--- src/sv/edla_pkg.sv ---
`timescale 1ns / 1ps
`default_nettype none
package edla_pkg;

  // Size defaults.
  localparam int FRAME_MAX_DEF = 32;
  localparam int LINE_MAX_DEF  = 32;
  localparam int DESC_DEPTH    = 2;
  localparam int OUT_DEPTH     = 4;
  // Widest frame position a descriptor carries (FRAME_MAX is at most 32).
  localparam int DPOS_W        = 5;

  // Frame bytes.
  localparam logic [7:0] START_BYTE  = 8'h02;
  localparam logic [7:0] TYPE_BLE    = 8'h08;
  localparam logic [7:0] TYPE_SPP    = 8'h07;
  localparam logic [7:0] TYPE_STATUS = 8'h02;
  localparam logic [7:0] TYPE_CLOSED = 8'h05;
  localparam logic [7:0] LINK_BITS   = 8'h30;
  localparam logic [7:0] VIS_BITS    = 8'h07;
  localparam logic [7:0] CH_NL       = 8'h0A;
  localparam logic [7:0] CH_CR       = 8'h0D;
  localparam logic [7:0] CH_SP       = 8'h20;

  // Payload start positions inside a frame.
  localparam logic [DPOS_W-1:0] BLE_START = 5'd5;
  localparam logic [DPOS_W-1:0] SPP_START = 5'd3;

  typedef enum logic [1:0] {
    DK_DATA,
    DK_STATUS,
    DK_CLOSED
  } desc_kind_t;

  typedef enum logic [1:0] {
    RK_CHAR   = 2'd0,
    RK_STATUS = 2'd1,
    RK_CLOSED = 2'd2
  } res_kind_t;

  typedef enum logic [2:0] {
    BK_IDLE,
    BK_ONE,
    BK_FRD,
    BK_FPROC,
    BK_ERD,
    BK_EWR,
    BK_DONE
  } bk_state_t;

  // One finished frame, handed from front to back.
  typedef struct packed {
    desc_kind_t        kind;
    logic              ch;
    logic              bank;
    logic [DPOS_W-1:0] start;
    logic [DPOS_W-1:0] n;
    logic [7:0]        stat;
  } desc_t;

  // Back returns a frame bank once it has replayed it.
  typedef struct packed {
    logic valid;
    logic bank;
  } rel_t;

  typedef struct packed {
    res_kind_t  kind;
    logic       channel;
    logic [7:0] char_code;
    logic       line_end;
    logic [7:0] status_bits;
    logic       link_online;
    logic       readvertise;
    logic       run_last;
  } res_t;

endpackage
`default_nettype wire

--- src/sv/edla_ram.sv ---
`timescale 1ns / 1ps
`default_nettype none
module edla_ram #(
  parameter int W     = 8,
  parameter int DEPTH = 64
) (
  input  wire logic                     clk,
  input  wire logic                     we,
  input  wire logic [$clog2(DEPTH)-1:0] waddr,
  input  wire logic [W-1:0]             wdata,
  input  wire logic                     re,
  input  wire logic [$clog2(DEPTH)-1:0] raddr,
  output logic      [W-1:0]             rdata
);

  logic [W-1:0] mem [DEPTH];

  always_ff @(posedge clk) begin
    if (we) begin
      mem[waddr] <= wdata;
    end
    if (re) begin
      rdata <= mem[raddr];
    end
  end

endmodule
`default_nettype wire

--- src/sv/edla_fifo.sv ---
`timescale 1ns / 1ps
`default_nettype none
module edla_fifo #(
  parameter int W     = 8,
  parameter int DEPTH = 4
) (
  input  wire logic         clk,
  input  wire logic         rst_n,
  input  wire logic         push,
  input  wire logic [W-1:0] din,
  output logic              full,
  input  wire logic         pop,
  output logic      [W-1:0] dout,
  output logic              empty
);

  localparam int PW = (DEPTH > 1) ? $clog2(DEPTH) : 1;
  localparam int CW = $clog2(DEPTH + 1);

  logic [W-1:0]  mem_r [DEPTH];
  logic [PW-1:0] wp_r, wp_nxt, rp_r, rp_nxt;
  logic [CW-1:0] cnt_r, cnt_nxt;
  logic          do_push, do_pop;

  assign full    = (cnt_r == CW'(DEPTH));
  assign empty   = (cnt_r == '0);
  assign dout    = mem_r[rp_r];
  assign do_push = push && !full;
  assign do_pop  = pop && !empty;

  always_comb begin
    wp_nxt  = wp_r;
    rp_nxt  = rp_r;
    cnt_nxt = cnt_r;
    if (do_push) begin
      wp_nxt = (wp_r == PW'(DEPTH - 1)) ? '0 : wp_r + 1'b1;
    end
    if (do_pop) begin
      rp_nxt = (rp_r == PW'(DEPTH - 1)) ? '0 : rp_r + 1'b1;
    end
    if (do_push && !do_pop) begin
      cnt_nxt = cnt_r + 1'b1;
    end else if (do_pop && !do_push) begin
      cnt_nxt = cnt_r - 1'b1;
    end
  end

  always_ff @(posedge clk) begin
    if (!rst_n) begin
      wp_r  <= '0;
      rp_r  <= '0;
      cnt_r <= '0;
    end else begin
      wp_r  <= wp_nxt;
      rp_r  <= rp_nxt;
      cnt_r <= cnt_nxt;
    end
  end

  always_ff @(posedge clk) begin
    if (do_push) begin
      mem_r[wp_r] <= din;
    end
  end

endmodule
`default_nettype wire

--- src/sv/edla_front.sv ---
`timescale 1ns / 1ps
`default_nettype none
module edla_front
  import edla_pkg::*;
#(
  parameter int FRAME_MAX = FRAME_MAX_DEF
) (
  input  wire logic                             clk,
  input  wire logic                             rst_n,
  input  wire logic                             push,
  output logic                                  full,
  input  wire logic [7:0]                       rx_byte,
  output logic                                  frm_we,
  output logic      [$clog2(FRAME_MAX):0]       frm_waddr,
  output logic      [7:0]                       frm_wdata,
  input  wire logic                             desc_full,
  output logic                                  desc_push,
  output desc_t                                 desc_out,
  input  wire rel_t                             rel
);

  localparam int PW = $clog2(FRAME_MAX);
  localparam int CW = PW + 1;

  logic [CW-1:0] cnt_r, cnt_nxt;
  logic [7:0]    typ_r, typ_nxt, len_r, len_nxt, stat_r, stat_nxt;
  logic          wr_bank_r, wr_bank_nxt;
  logic [1:0]    busy_r, busy_nxt;
  logic          accept, done, want;
  logic [CW-1:0] c1;
  logic [7:0]    len_eff, stat_eff;

  assign full      = desc_full || busy_r[wr_bank_r];
  assign accept    = push && !full;
  assign c1        = cnt_r + 1'b1;
  assign len_eff   = (cnt_r == CW'(2)) ? rx_byte : len_r;
  assign stat_eff  = (cnt_r == CW'(3)) ? rx_byte : stat_r;
  assign done      = (cnt_r >= CW'(2)) && (9'(c1) == 9'd3 + {1'b0, len_eff});
  assign frm_we    = accept && (cnt_r >= CW'(3));
  assign frm_waddr = {wr_bank_r, cnt_r[PW-1:0]};
  assign frm_wdata = rx_byte;

  // Classify the finished frame.
  always_comb begin
    desc_out      = '0;
    desc_out.kind = DK_DATA;
    desc_out.bank = wr_bank_r;
    desc_out.stat = stat_eff;
    want          = 1'b0;
    case (typ_r)
      TYPE_BLE: begin
        desc_out.ch    = 1'b0;
        desc_out.start = BLE_START;
        desc_out.n     = DPOS_W'(len_eff - 8'd2);
        want           = (len_eff >= 8'd3);
      end
      TYPE_SPP: begin
        desc_out.ch    = 1'b1;
        desc_out.start = SPP_START;
        desc_out.n     = DPOS_W'(len_eff);
        want           = (len_eff != 8'd0);
      end
      TYPE_STATUS: begin
        desc_out.kind = DK_STATUS;
        want          = (len_eff != 8'd0);
      end
      TYPE_CLOSED: begin
        desc_out.kind = DK_CLOSED;
        want          = 1'b1;
      end
      default: want = 1'b0;
    endcase
  end

  assign desc_push = accept && done && want;

  always_comb begin
    cnt_nxt     = cnt_r;
    typ_nxt     = typ_r;
    len_nxt     = len_r;
    stat_nxt    = stat_r;
    wr_bank_nxt = wr_bank_r;
    busy_nxt    = busy_r;
    if (rel.valid) begin
      busy_nxt[rel.bank] = 1'b0;
    end
    if (accept) begin
      if (cnt_r == '0) begin
        if (rx_byte == START_BYTE) begin
          cnt_nxt = CW'(1);
        end
      end else begin
        if (cnt_r == CW'(1)) typ_nxt = rx_byte;
        if (cnt_r == CW'(2)) len_nxt = rx_byte;
        if (cnt_r == CW'(3)) stat_nxt = rx_byte;
        if (done) begin
          cnt_nxt = '0;
          if (desc_push && desc_out.kind == DK_DATA) begin
            busy_nxt[wr_bank_r] = 1'b1;
            wr_bank_nxt         = !wr_bank_r;
          end
        end else if (c1 >= CW'(FRAME_MAX)) begin
          cnt_nxt = '0;
        end else begin
          cnt_nxt = c1;
        end
      end
    end
  end

  always_ff @(posedge clk) begin
    if (!rst_n) begin
      cnt_r     <= '0;
      wr_bank_r <= 1'b0;
      busy_r    <= '0;
    end else begin
      cnt_r     <= cnt_nxt;
      wr_bank_r <= wr_bank_nxt;
      busy_r    <= busy_nxt;
    end
  end

  always_ff @(posedge clk) begin
    typ_r  <= typ_nxt;
    len_r  <= len_nxt;
    stat_r <= stat_nxt;
  end

  a_rel_held: assert property (@(posedge clk) disable iff (!rst_n)
    rel.valid |-> busy_r[rel.bank])
    else $error("bank released that was not held");
  a_desc_room: assert property (@(posedge clk) disable iff (!rst_n)
    desc_push |-> !desc_full)
    else $error("frame committed into a full queue");
  a_cnt_range: assert property (@(posedge clk) disable iff (!rst_n)
    cnt_r < CW'(FRAME_MAX))
    else $error("frame count past limit");

endmodule
`default_nettype wire

--- src/sv/edla_back.sv ---
`timescale 1ns / 1ps
`default_nettype none
module edla_back
  import edla_pkg::*;
#(
  parameter int FRAME_MAX = FRAME_MAX_DEF,
  parameter int LINE_MAX  = LINE_MAX_DEF
) (
  input  wire logic                       clk,
  input  wire logic                       rst_n,
  input  wire logic                       desc_empty,
  output logic                            desc_pop,
  input  wire desc_t                      desc_in,
  output logic                            frm_re,
  output logic      [$clog2(FRAME_MAX):0] frm_raddr,
  input  wire logic [7:0]                 frm_rdata,
  output rel_t                            rel,
  input  wire logic                       out_full,
  output logic                            out_push,
  output res_t                            out_res
);

  localparam int PW = $clog2(FRAME_MAX);
  localparam int LW = $clog2(LINE_MAX);
  localparam logic [LW:0] LMAX = (LW + 1)'(LINE_MAX);

  bk_state_t         state_r, state_nxt;
  desc_t             d_r, d_nxt;
  logic [DPOS_W-1:0] i_r, i_nxt;
  logic [LW-1:0]     k_r, k_nxt;
  logic [LW:0]       len_r [2];
  logic [LW:0]       len_nxt [2];
  logic [LW:0]       trim_r [2];
  logic [LW:0]       trim_nxt [2];
  res_t              hold_r, hold_nxt;
  logic              hold_v_r, hold_v_nxt;

  logic              lw_en, lr_en;
  logic [LW:0]       lw_addr, lr_addr;
  logic [7:0]        lr_data;

  logic              ch, last_i, online, is_end;
  res_t              one_res, char_res;

  assign ch     = d_r.ch;
  assign last_i = (i_r == d_r.n - 1'b1);
  assign online = (d_r.stat & LINK_BITS) != 8'h00;
  assign is_end = ({1'b0, k_r} + 1'b1) == trim_r[ch];

  always_comb begin
    one_res = '0;
    if (d_r.kind == DK_CLOSED) begin
      one_res.kind = RK_CLOSED;
    end else begin
      one_res.kind        = RK_STATUS;
      one_res.status_bits = d_r.stat;
      one_res.link_online = online;
      one_res.readvertise = !online && ((d_r.stat & VIS_BITS) != VIS_BITS);
    end
    one_res.run_last = 1'b1;
  end

  always_comb begin
    char_res           = '0;
    char_res.kind      = RK_CHAR;
    char_res.channel   = ch;
    char_res.char_code = lr_data;
    char_res.line_end  = is_end;
  end

  always_comb begin
    state_nxt  = state_r;
    d_nxt      = d_r;
    i_nxt      = i_r;
    k_nxt      = k_r;
    len_nxt    = len_r;
    trim_nxt   = trim_r;
    hold_nxt   = hold_r;
    hold_v_nxt = hold_v_r;
    desc_pop   = 1'b0;
    frm_re     = 1'b0;
    frm_raddr  = {d_r.bank, d_r.start[PW-1:0] + i_r[PW-1:0]};
    lw_en      = 1'b0;
    lw_addr    = {ch, len_r[ch][LW-1:0]};
    lr_en      = 1'b0;
    lr_addr    = {ch, k_r};
    out_push   = 1'b0;
    out_res    = hold_r;
    rel        = '0;
    case (state_r)
      BK_IDLE: begin
        if (!desc_empty) begin
          desc_pop  = 1'b1;
          d_nxt     = desc_in;
          i_nxt     = '0;
          state_nxt = (desc_in.kind == DK_DATA) ? BK_FRD : BK_ONE;
        end
      end
      BK_ONE: begin
        if (!out_full) begin
          out_push = 1'b1;
          out_res  = one_res;
          if (d_r.kind == DK_CLOSED || online) begin
            len_nxt[0]  = '0;
            len_nxt[1]  = '0;
            trim_nxt[0] = '0;
            trim_nxt[1] = '0;
          end
          state_nxt = BK_IDLE;
        end
      end
      BK_FRD: begin
        frm_re    = 1'b1;
        state_nxt = BK_FPROC;
      end
      BK_FPROC: begin
        if (frm_rdata == CH_NL && trim_r[ch] != '0) begin
          k_nxt     = '0;
          state_nxt = BK_ERD;
        end else begin
          if (frm_rdata == CH_NL) begin
            len_nxt[ch]  = '0;
            trim_nxt[ch] = '0;
          end else if (len_r[ch] < LMAX) begin
            lw_en       = 1'b1;
            len_nxt[ch] = len_r[ch] + 1'b1;
            if (!(frm_rdata inside {CH_CR, CH_SP})) begin
              trim_nxt[ch] = len_r[ch] + 1'b1;
            end
          end
          if (last_i) begin
            state_nxt = BK_DONE;
          end else begin
            i_nxt     = i_r + 1'b1;
            state_nxt = BK_FRD;
          end
        end
      end
      BK_ERD: begin
        if (!out_full) begin
          lr_en     = 1'b1;
          state_nxt = BK_EWR;
        end
      end
      BK_EWR: begin
        // Hold the newest character back until the next one shows it is not last.
        out_push   = hold_v_r;
        hold_nxt   = char_res;
        hold_v_nxt = 1'b1;
        if (is_end) begin
          len_nxt[ch]  = '0;
          trim_nxt[ch] = '0;
          if (last_i) begin
            state_nxt = BK_DONE;
          end else begin
            i_nxt     = i_r + 1'b1;
            state_nxt = BK_FRD;
          end
        end else begin
          k_nxt     = k_r + 1'b1;
          state_nxt = BK_ERD;
        end
      end
      BK_DONE: begin
        if (!hold_v_r || !out_full) begin
          out_push         = hold_v_r;
          out_res.run_last = 1'b1;
          hold_v_nxt       = 1'b0;
          rel.valid        = 1'b1;
          rel.bank         = d_r.bank;
          state_nxt        = BK_IDLE;
        end
      end
      default: state_nxt = BK_IDLE;
    endcase
  end

  always_ff @(posedge clk) begin
    if (!rst_n) begin
      state_r  <= BK_IDLE;
      len_r    <= '{default: '0};
      trim_r   <= '{default: '0};
      hold_v_r <= 1'b0;
    end else begin
      state_r  <= state_nxt;
      len_r    <= len_nxt;
      trim_r   <= trim_nxt;
      hold_v_r <= hold_v_nxt;
    end
  end

  always_ff @(posedge clk) begin
    d_r    <= d_nxt;
    i_r    <= i_nxt;
    k_r    <= k_nxt;
    hold_r <= hold_nxt;
  end

  edla_ram #(
    .W     (8),
    .DEPTH (2 ** (LW + 1))
  ) u_line_ram (
    .clk   (clk),
    .we    (lw_en),
    .waddr (lw_addr),
    .wdata (frm_rdata),
    .re    (lr_en),
    .raddr (lr_addr),
    .rdata (lr_data)
  );

  a_out_room: assert property (@(posedge clk) disable iff (!rst_n)
    out_push |-> !out_full)
    else $error("result pushed into a full queue");
  a_read_first: assert property (@(posedge clk) disable iff (!rst_n)
    state_r == BK_EWR |-> $past(state_r) == BK_ERD)
    else $error("line character taken without a read");
  a_len_order: assert property (@(posedge clk) disable iff (!rst_n)
    len_r[0] <= LMAX && trim_r[0] <= len_r[0] && len_r[1] <= LMAX && trim_r[1] <= len_r[1])
    else $error("line length bookkeeping out of order");

endmodule
`default_nettype wire

--- src/sv/event_deframer_line_assembler.sv ---
`timescale 1ns / 1ps
`default_nettype none
// Channel   | Direction | Handshake            | Word
// ----------+-----------+----------------------+--------------------------------------
// input     | in        | push / full          | in_rx_byte: one received byte
// result    | out       | empty / pop          | out_kind .. out_run_last: one event
//
// The front takes one byte per cycle while full is low and writes payload bytes
// into one of two frame banks; a finished frame goes to the back as a descriptor
// in a 2-deep queue. The back replays each payload byte via BK_FRD and BK_FPROC,
// reads out each line character via BK_ERD and BK_EWR, takes each descriptor in
// BK_IDLE and ends a data frame in BK_DONE, a status or link-closed event in BK_ONE.
// full rises while the descriptor queue is full or the bank for the next frame
// is still being replayed; the 4-deep result queue lets the back run ahead of pop.
// rst_n is synchronous; no clearing pass, the block takes bytes right after reset.
module event_deframer_line_assembler
  import edla_pkg::*;
#(
  parameter int FRAME_MAX = FRAME_MAX_DEF,
  parameter int LINE_MAX  = LINE_MAX_DEF
) (
  input  wire logic       clk,
  input  wire logic       rst_n,
  input  wire logic       push,
  output logic            full,
  input  wire logic [7:0] in_rx_byte,
  output logic            empty,
  input  wire logic       pop,
  output logic      [1:0] out_kind,
  output logic            out_channel,
  output logic      [7:0] out_char_code,
  output logic            out_line_end,
  output logic      [7:0] out_status_bits,
  output logic            out_link_online,
  output logic            out_readvertise,
  output logic            out_run_last
);

  localparam int FAW = $clog2(FRAME_MAX) + 1;

  // front -> frame banks
  logic           frm_we;
  logic [FAW-1:0] frm_waddr;
  logic [7:0]     frm_wdata;
  // back <- frame banks
  logic           frm_re;
  logic [FAW-1:0] frm_raddr;
  logic [7:0]     frm_rdata;

  // descriptor queue
  logic           desc_push, desc_full, desc_pop, desc_empty;
  desc_t          desc_w, desc_r;
  logic [$bits(desc_t)-1:0] desc_q;

  rel_t           rel;

  // result queue
  logic           res_push, res_full;
  res_t           res_w, res_r;
  logic [$bits(res_t)-1:0] res_q;

  edla_front #(
    .FRAME_MAX (FRAME_MAX)
  ) u_front (
    .clk       (clk),
    .rst_n     (rst_n),
    .push      (push),
    .full      (full),
    .rx_byte   (in_rx_byte),
    .frm_we    (frm_we),
    .frm_waddr (frm_waddr),
    .frm_wdata (frm_wdata),
    .desc_full (desc_full),
    .desc_push (desc_push),
    .desc_out  (desc_w),
    .rel       (rel)
  );

  // Two frame banks: the front fills one while the back replays the other.
  edla_ram #(
    .W     (8),
    .DEPTH (2 ** FAW)
  ) u_frame_ram (
    .clk   (clk),
    .we    (frm_we),
    .waddr (frm_waddr),
    .wdata (frm_wdata),
    .re    (frm_re),
    .raddr (frm_raddr),
    .rdata (frm_rdata)
  );

  edla_fifo #(
    .W     ($bits(desc_t)),
    .DEPTH (DESC_DEPTH)
  ) u_desc_q (
    .clk   (clk),
    .rst_n (rst_n),
    .push  (desc_push),
    .din   (desc_w),
    .full  (desc_full),
    .pop   (desc_pop),
    .dout  (desc_q),
    .empty (desc_empty)
  );

  assign desc_r = desc_t'(desc_q);

  edla_back #(
    .FRAME_MAX (FRAME_MAX),
    .LINE_MAX  (LINE_MAX)
  ) u_back (
    .clk        (clk),
    .rst_n      (rst_n),
    .desc_empty (desc_empty),
    .desc_pop   (desc_pop),
    .desc_in    (desc_r),
    .frm_re     (frm_re),
    .frm_raddr  (frm_raddr),
    .frm_rdata  (frm_rdata),
    .rel        (rel),
    .out_full   (res_full),
    .out_push   (res_push),
    .out_res    (res_w)
  );

  // Hold finished events until the consumer pops them.
  edla_fifo #(
    .W     ($bits(res_t)),
    .DEPTH (OUT_DEPTH)
  ) u_res_q (
    .clk   (clk),
    .rst_n (rst_n),
    .push  (res_push),
    .din   (res_w),
    .full  (res_full),
    .pop   (pop),
    .dout  (res_q),
    .empty (empty)
  );

  assign res_r           = res_t'(res_q);
  assign out_kind        = res_r.kind;
  assign out_channel     = res_r.channel;
  assign out_char_code   = res_r.char_code;
  assign out_line_end    = res_r.line_end;
  assign out_status_bits = res_r.status_bits;
  assign out_link_online = res_r.link_online;
  assign out_readvertise = res_r.readvertise;
  assign out_run_last    = res_r.run_last;

endmodule
`default_nettype wire

--- config.mk ---
export PLATFORM = sky130hd
export DESIGN_NAME = event_deframer_line_assembler
export DESIGN_NICKNAME = d
export VERILOG_FILES = /design/src/sv/edla_pkg.sv /design/src/sv/edla_ram.sv /design/src/sv/edla_fifo.sv /design/src/sv/edla_front.sv /design/src/sv/edla_back.sv /design/src/sv/event_deframer_line_assembler.sv
export SDC_FILE = /design/constraint.sdc
export NUM_CORES = 1
export LEC_CHECK = 0
export BUFFER_PORTS_ARGS = -buffer_cell sky130_fd_sc_hd__buf_2
export CORE_MARGIN = 2
export CORE_UTILIZATION = 65
export DETAILED_ROUTE_END_ITERATION = 7
export PLACE_DENSITY = 0.81
export SLEW_MARGIN = 20
export SYNTH_ARGS = -nofsm -noshare
export SYNTH_HDL_FRONTEND = slang
export SYNTH_HIERARCHICAL = 1
export SYNTH_SLANG_ARGS = --single-unit
--- constraint.sdc ---
create_clock -name clk -period 10.4 [get_ports clk]
set_input_delay 1.04 -clock clk [delete_from_list [all_inputs] [get_ports clk]]
set_output_delay 1.04 -clock clk [all_outputs]
set_load 0.005 [all_outputs]
==> metrics.md <==
| Metric | Value |
|---|---|
| Outcome | `complete, no violations` |
| Final setup TNS | `0 ns` |
| R2r endpoint | `u_desc_q/cnt_r[1]` |
| DP Cell Count | `3735` |
| Gr ovfl total | `0` |
| Max H-tree Level | `3` |
| Tmin final | `4.742 ns` |
| R2R setup slack | `5.66 ns` |
| CTS root buffer | `clkbuf_16` |
| CP Capture Type | `flip-flop` |
| Total track usage | `29.20%` |
| Initial Util | `roughly 66%` |
| Post-synthesis compound-gate area fraction | `3.569%` |
| Largest net degree at the start of global routing | `87` |
| Most frequent cells in the layout | `edfxtp_1, mux4_2, nor2_1` |
| Vias | `27.74k` |
| Initial antenna violation count | `2` |
| Met2 track demand over resource | `46.44%` |
| Fmax | `210.9 MHz` |
| Hold Path Stages | `0` |
| Hold Vio Cnt, Final | `0` |
| Fin. max-slew vios | `0` |
| Post-DP HPWL | `67540 um` |
| CTS max path bufs | `3` |
| Synthesized area per cell | `18.95 sq um` |
| Largest family of logic cells by synthesized area | `multiplexers` |
| Worst Max-Slew Pin Slew | `1.072 ns` |
| TritonRoute pass-1 iters | `6` |
| Max_cap viols | `0` |
| First-pass GRT wire length | `about 180000 um` |
| Multiplexer share of the synthesized area | `approximately 14%` |
| DR iter-0 viols | `approximately 3.5k` |
| Final period util | `45.59%` |
| Die height | `287.6 um` |
| PD cells | `between 150 and 200 nW/um^2` |
| Kind of critical path | `flip-flop to flip-flop` |
| Number of synthesized register bits | `around 1.3k` |
| Routed len/inst | `29.88 um` |
| Final antenna-violating net count | `0` |
| Synthesized area | `around 52000 sq um` |
| Num rows | `103` |
| Cts-stage hold buffer count | `0` |
| Antenna Cells | `0` |
| Total power | `between 10 and 15 mW` |
| GR Layer Usage met3 | `roughly 6.6%` |
| Hold Path Origin | `u_back/u_line_ram/rdata[5]` |
| Synthesis Warnings | `6` |
| Core area | `79260 sq um` |
| Synth Area in XOR/XNOR | `0.8162%` |
| Total setup buffers inserted after CTS | `0` |
| Post-synth EDFFs | `about 1.2k` |
| Setup WS post-layout | `5.658 ns` |
| Critical Path Start Type | `flip-flop` |
| Most common cell after layout, fill and taps aside | `edfxtp_1` |
| Pre-CTS setup slack | `4.813 ns` |
| Die span in x | `between 200 and 300 um` |
| Slew headroom | `26.67%` |
| DR vias/cell | `roughly 7` |
| CP Max Fanout | `15` |
| Area growth from synthesis to layout | `9.596%` |
| Layout cells sized above 1 | `between 20% and 30%` |
| CTS Sinks | `1293` |
| Worst VDD drop | `0.1649 mV` |
| Ports | `37` |
| Nets@finish | `2844` |
| DRC errors left | `0` |
| Hold Crit Endpoint | `u_back/hold_r[17]` |
| Clock transition at path regs | `0.06 ns` |
| Final setup vio count | `0` |
| Grt peak-use layer | `met2` |
| Leakage | `17.79 nW` |
| Async SR Flop Fraction | `0%` |
| Number of global-route vias before repair | `27.89k` |
| RSZ-0062 raised after global routing | `no` |
| Buffers on Ports | `36` |
| Clock Latency Late Sink | `roughly 0.73 ns` |
| Distinct cells, synth | `89` |
| RePlAce Congestion | `approximately 0.86` |
| Post-Synth Simple-Gate Area | `around 5.2%` |
| Worst clock skew | `0.06528 ns` |
| Final core utilization | `roughly 72%` |
| GR Util met1 | `40.67%` |
| CTS tree | `yes` |
| DRT Wirelength | `118300 um` |
| Hold crit path type | `flip-flop to flip-flop` |
| Post-Synth Adder-Cell Area | `0.6271%` |
| Post_cts resized | `0` |
| Most used flip-flop cell after synthesis | `edfxtp_1` |
| Post-route insts no fill | `approximately 4.0k` |
| Crit path DAT | `5.36 ns` |
| Die ar. | `~83000 sq um` |
| Cts bufs inserted | `120` |
| RR Startpoint | `u_front/cnt_r[1]` |
| Worst Path Required | `around 11 ns` |
| Synthesized netlist cell count | `2759` |
| Sequential area share after synthesis | `73.30%` |
| FF-to-FF path depth | `15` |
-- sequential cells by signal, indices dropped and copies added (netlist names), 8 cells and up, named ones only --
name,flops
u_back/u_line_ram/rdata,8
u_front/stat_r,8
u_front/len_r,8
u_frame_ram/mem,512
u_desc_q/mem_r,44
u_front/typ_r,8
u_res_q/mem_r,92
u_frame_ram/rdata,8
u_back/u_line_ram/mem,512
u_back/hold_r,10
u_back/trim_r,12
u_back/len_r,12
u_back/d_r,20
-- where the power goes --
| group | internal, mW | leakage [nW] | switching, mW |
|---|---|---|---|
| combinational | 0.0970 | 4.28 | 0.121 |
| sequential | 5.66 | 11.5 | 0.0130 |
| clock | 2.57 | 1.97 | 1.92 |
| total | 8.33 | 17.8 | 2.06 |
-- per-stage QoR --
step | hold WS [ns] | instance area [sq um]
after floorplan | 0.4003 | 52280
after global placement | 0.4067 | 53200
after detailed placement | 0.4045 | 53210
after CTS | 0.4134 | 57280
after global routing | 0.4274 | 57290
final | 0.3972 | 57290
-- cell type report --
type                    count  area, sq um
clock buffers             141         3154
clock inverters            85        915.9
fillers                  4342        21970
inverters                  37        141.4
multi-input cells        1275        12920
flip-flops and latches   1293        38320
well taps                1050         1314
repair buffers             80        525.5
-- critical path, cell delays in order, from the launching register on --
cell and delay, ns:
dfxtp_1 0.65, ha_1 0.57, nand2_4 0.18, a21oi_1 0.43, ha_1 0.34, inv_1 0.14, a311oi_1 0.26, o31ai_1 0.11
a2111o_1 0.38, or2_1 0.34, nor2_1 0.25, inv_1 0.10, nor2_1 0.14, ha_1 0.27, or3_1 0.35, a21boi_1 0.15
-- cells in the mapped netlist (9+ instances only) --
cell type | number | share of area [%]
o31ai_1 | 18 | 0.26
nor4_1 | 12 | 0.14
edfxtp_1 | 1242 | 71
buf_4 | 47 | 0.67
nand2_1 | 85 | 0.61
and3_1 | 19 | 0.23
a22oi_1 | 9 | 0.13
mux2i_1 | 57 | 1.1
a211oi_1 | 14 | 0.20
xor2_1 | 19 | 0.32
o21ai_0 | 24 | 0.23
dfxtp_1 | 51 | 2.0
a221oi_1 | 12 | 0.20
clkbuf_1 | 53 | 0.38
a21oi_1 | 44 | 0.42
xnor2_1 | 22 | 0.37
nand3_1 | 46 | 0.44
nand3b_1 | 10 | 0.14
nor2b_1 | 45 | 0.54
buf_6 | 13 | 0.28
nand4_1 | 12 | 0.14
nor2_1 | 217 | 1.6
nand2b_1 | 22 | 0.26
mux4_2 | 273 | 12
nor3_1 | 26 | 0.25
mux2_2 | 61 | 1.3
o22ai_1 | 17 | 0.20
and2_1 | 17 | 0.20
buf_2 | 29 | 0.28
inv_1 | 36 | 0.26
ha_1 | 23 | 0.55
o221ai_1 | 17 | 0.28
-- worst max-delay path by stage --
stage | from | endpoint | slack (ns) | cells past startpoint
finish | u_front/cnt_r[1] | u_desc_q/cnt_r[1] | 5.66 | 15
global route | u_front/cnt_r[0] | u_desc_q/cnt_r[1] | 5.31 | 16
CTS | u_front/cnt_r[0] | u_desc_q/mem_r[1][11] | 5.51 | 13
detailed placement | in_rx_byte[1] | u_desc_q/mem_r[1][0] | 4.81 | 13
global placement | in_rx_byte[1] | u_desc_q/mem_r[1][19] | 5.12 | 13
floorplan | u_front/cnt_r[2] | u_desc_q/mem_r[0][0] | 5.97 | 14
-- kinds of logic after synthesis --
logic type | after synthesis
compound gates | 257
xor+xnor | 44
fa+ha+maj | 25
buf+inv | 192
flops | 1293
mux | 397
other cells | 1
simple gates | 550
-- per-layer routing --
metal	routed length [um]	part of all wire, %	vias up
met5	15	0.013	-
met4	4005	3.4	2
met3	13480	11	319
met2	57780	49	1951
met1	43070	36	14180
li1	-	-	11284
No activity file was read; power rests on OpenSTA's default activity.
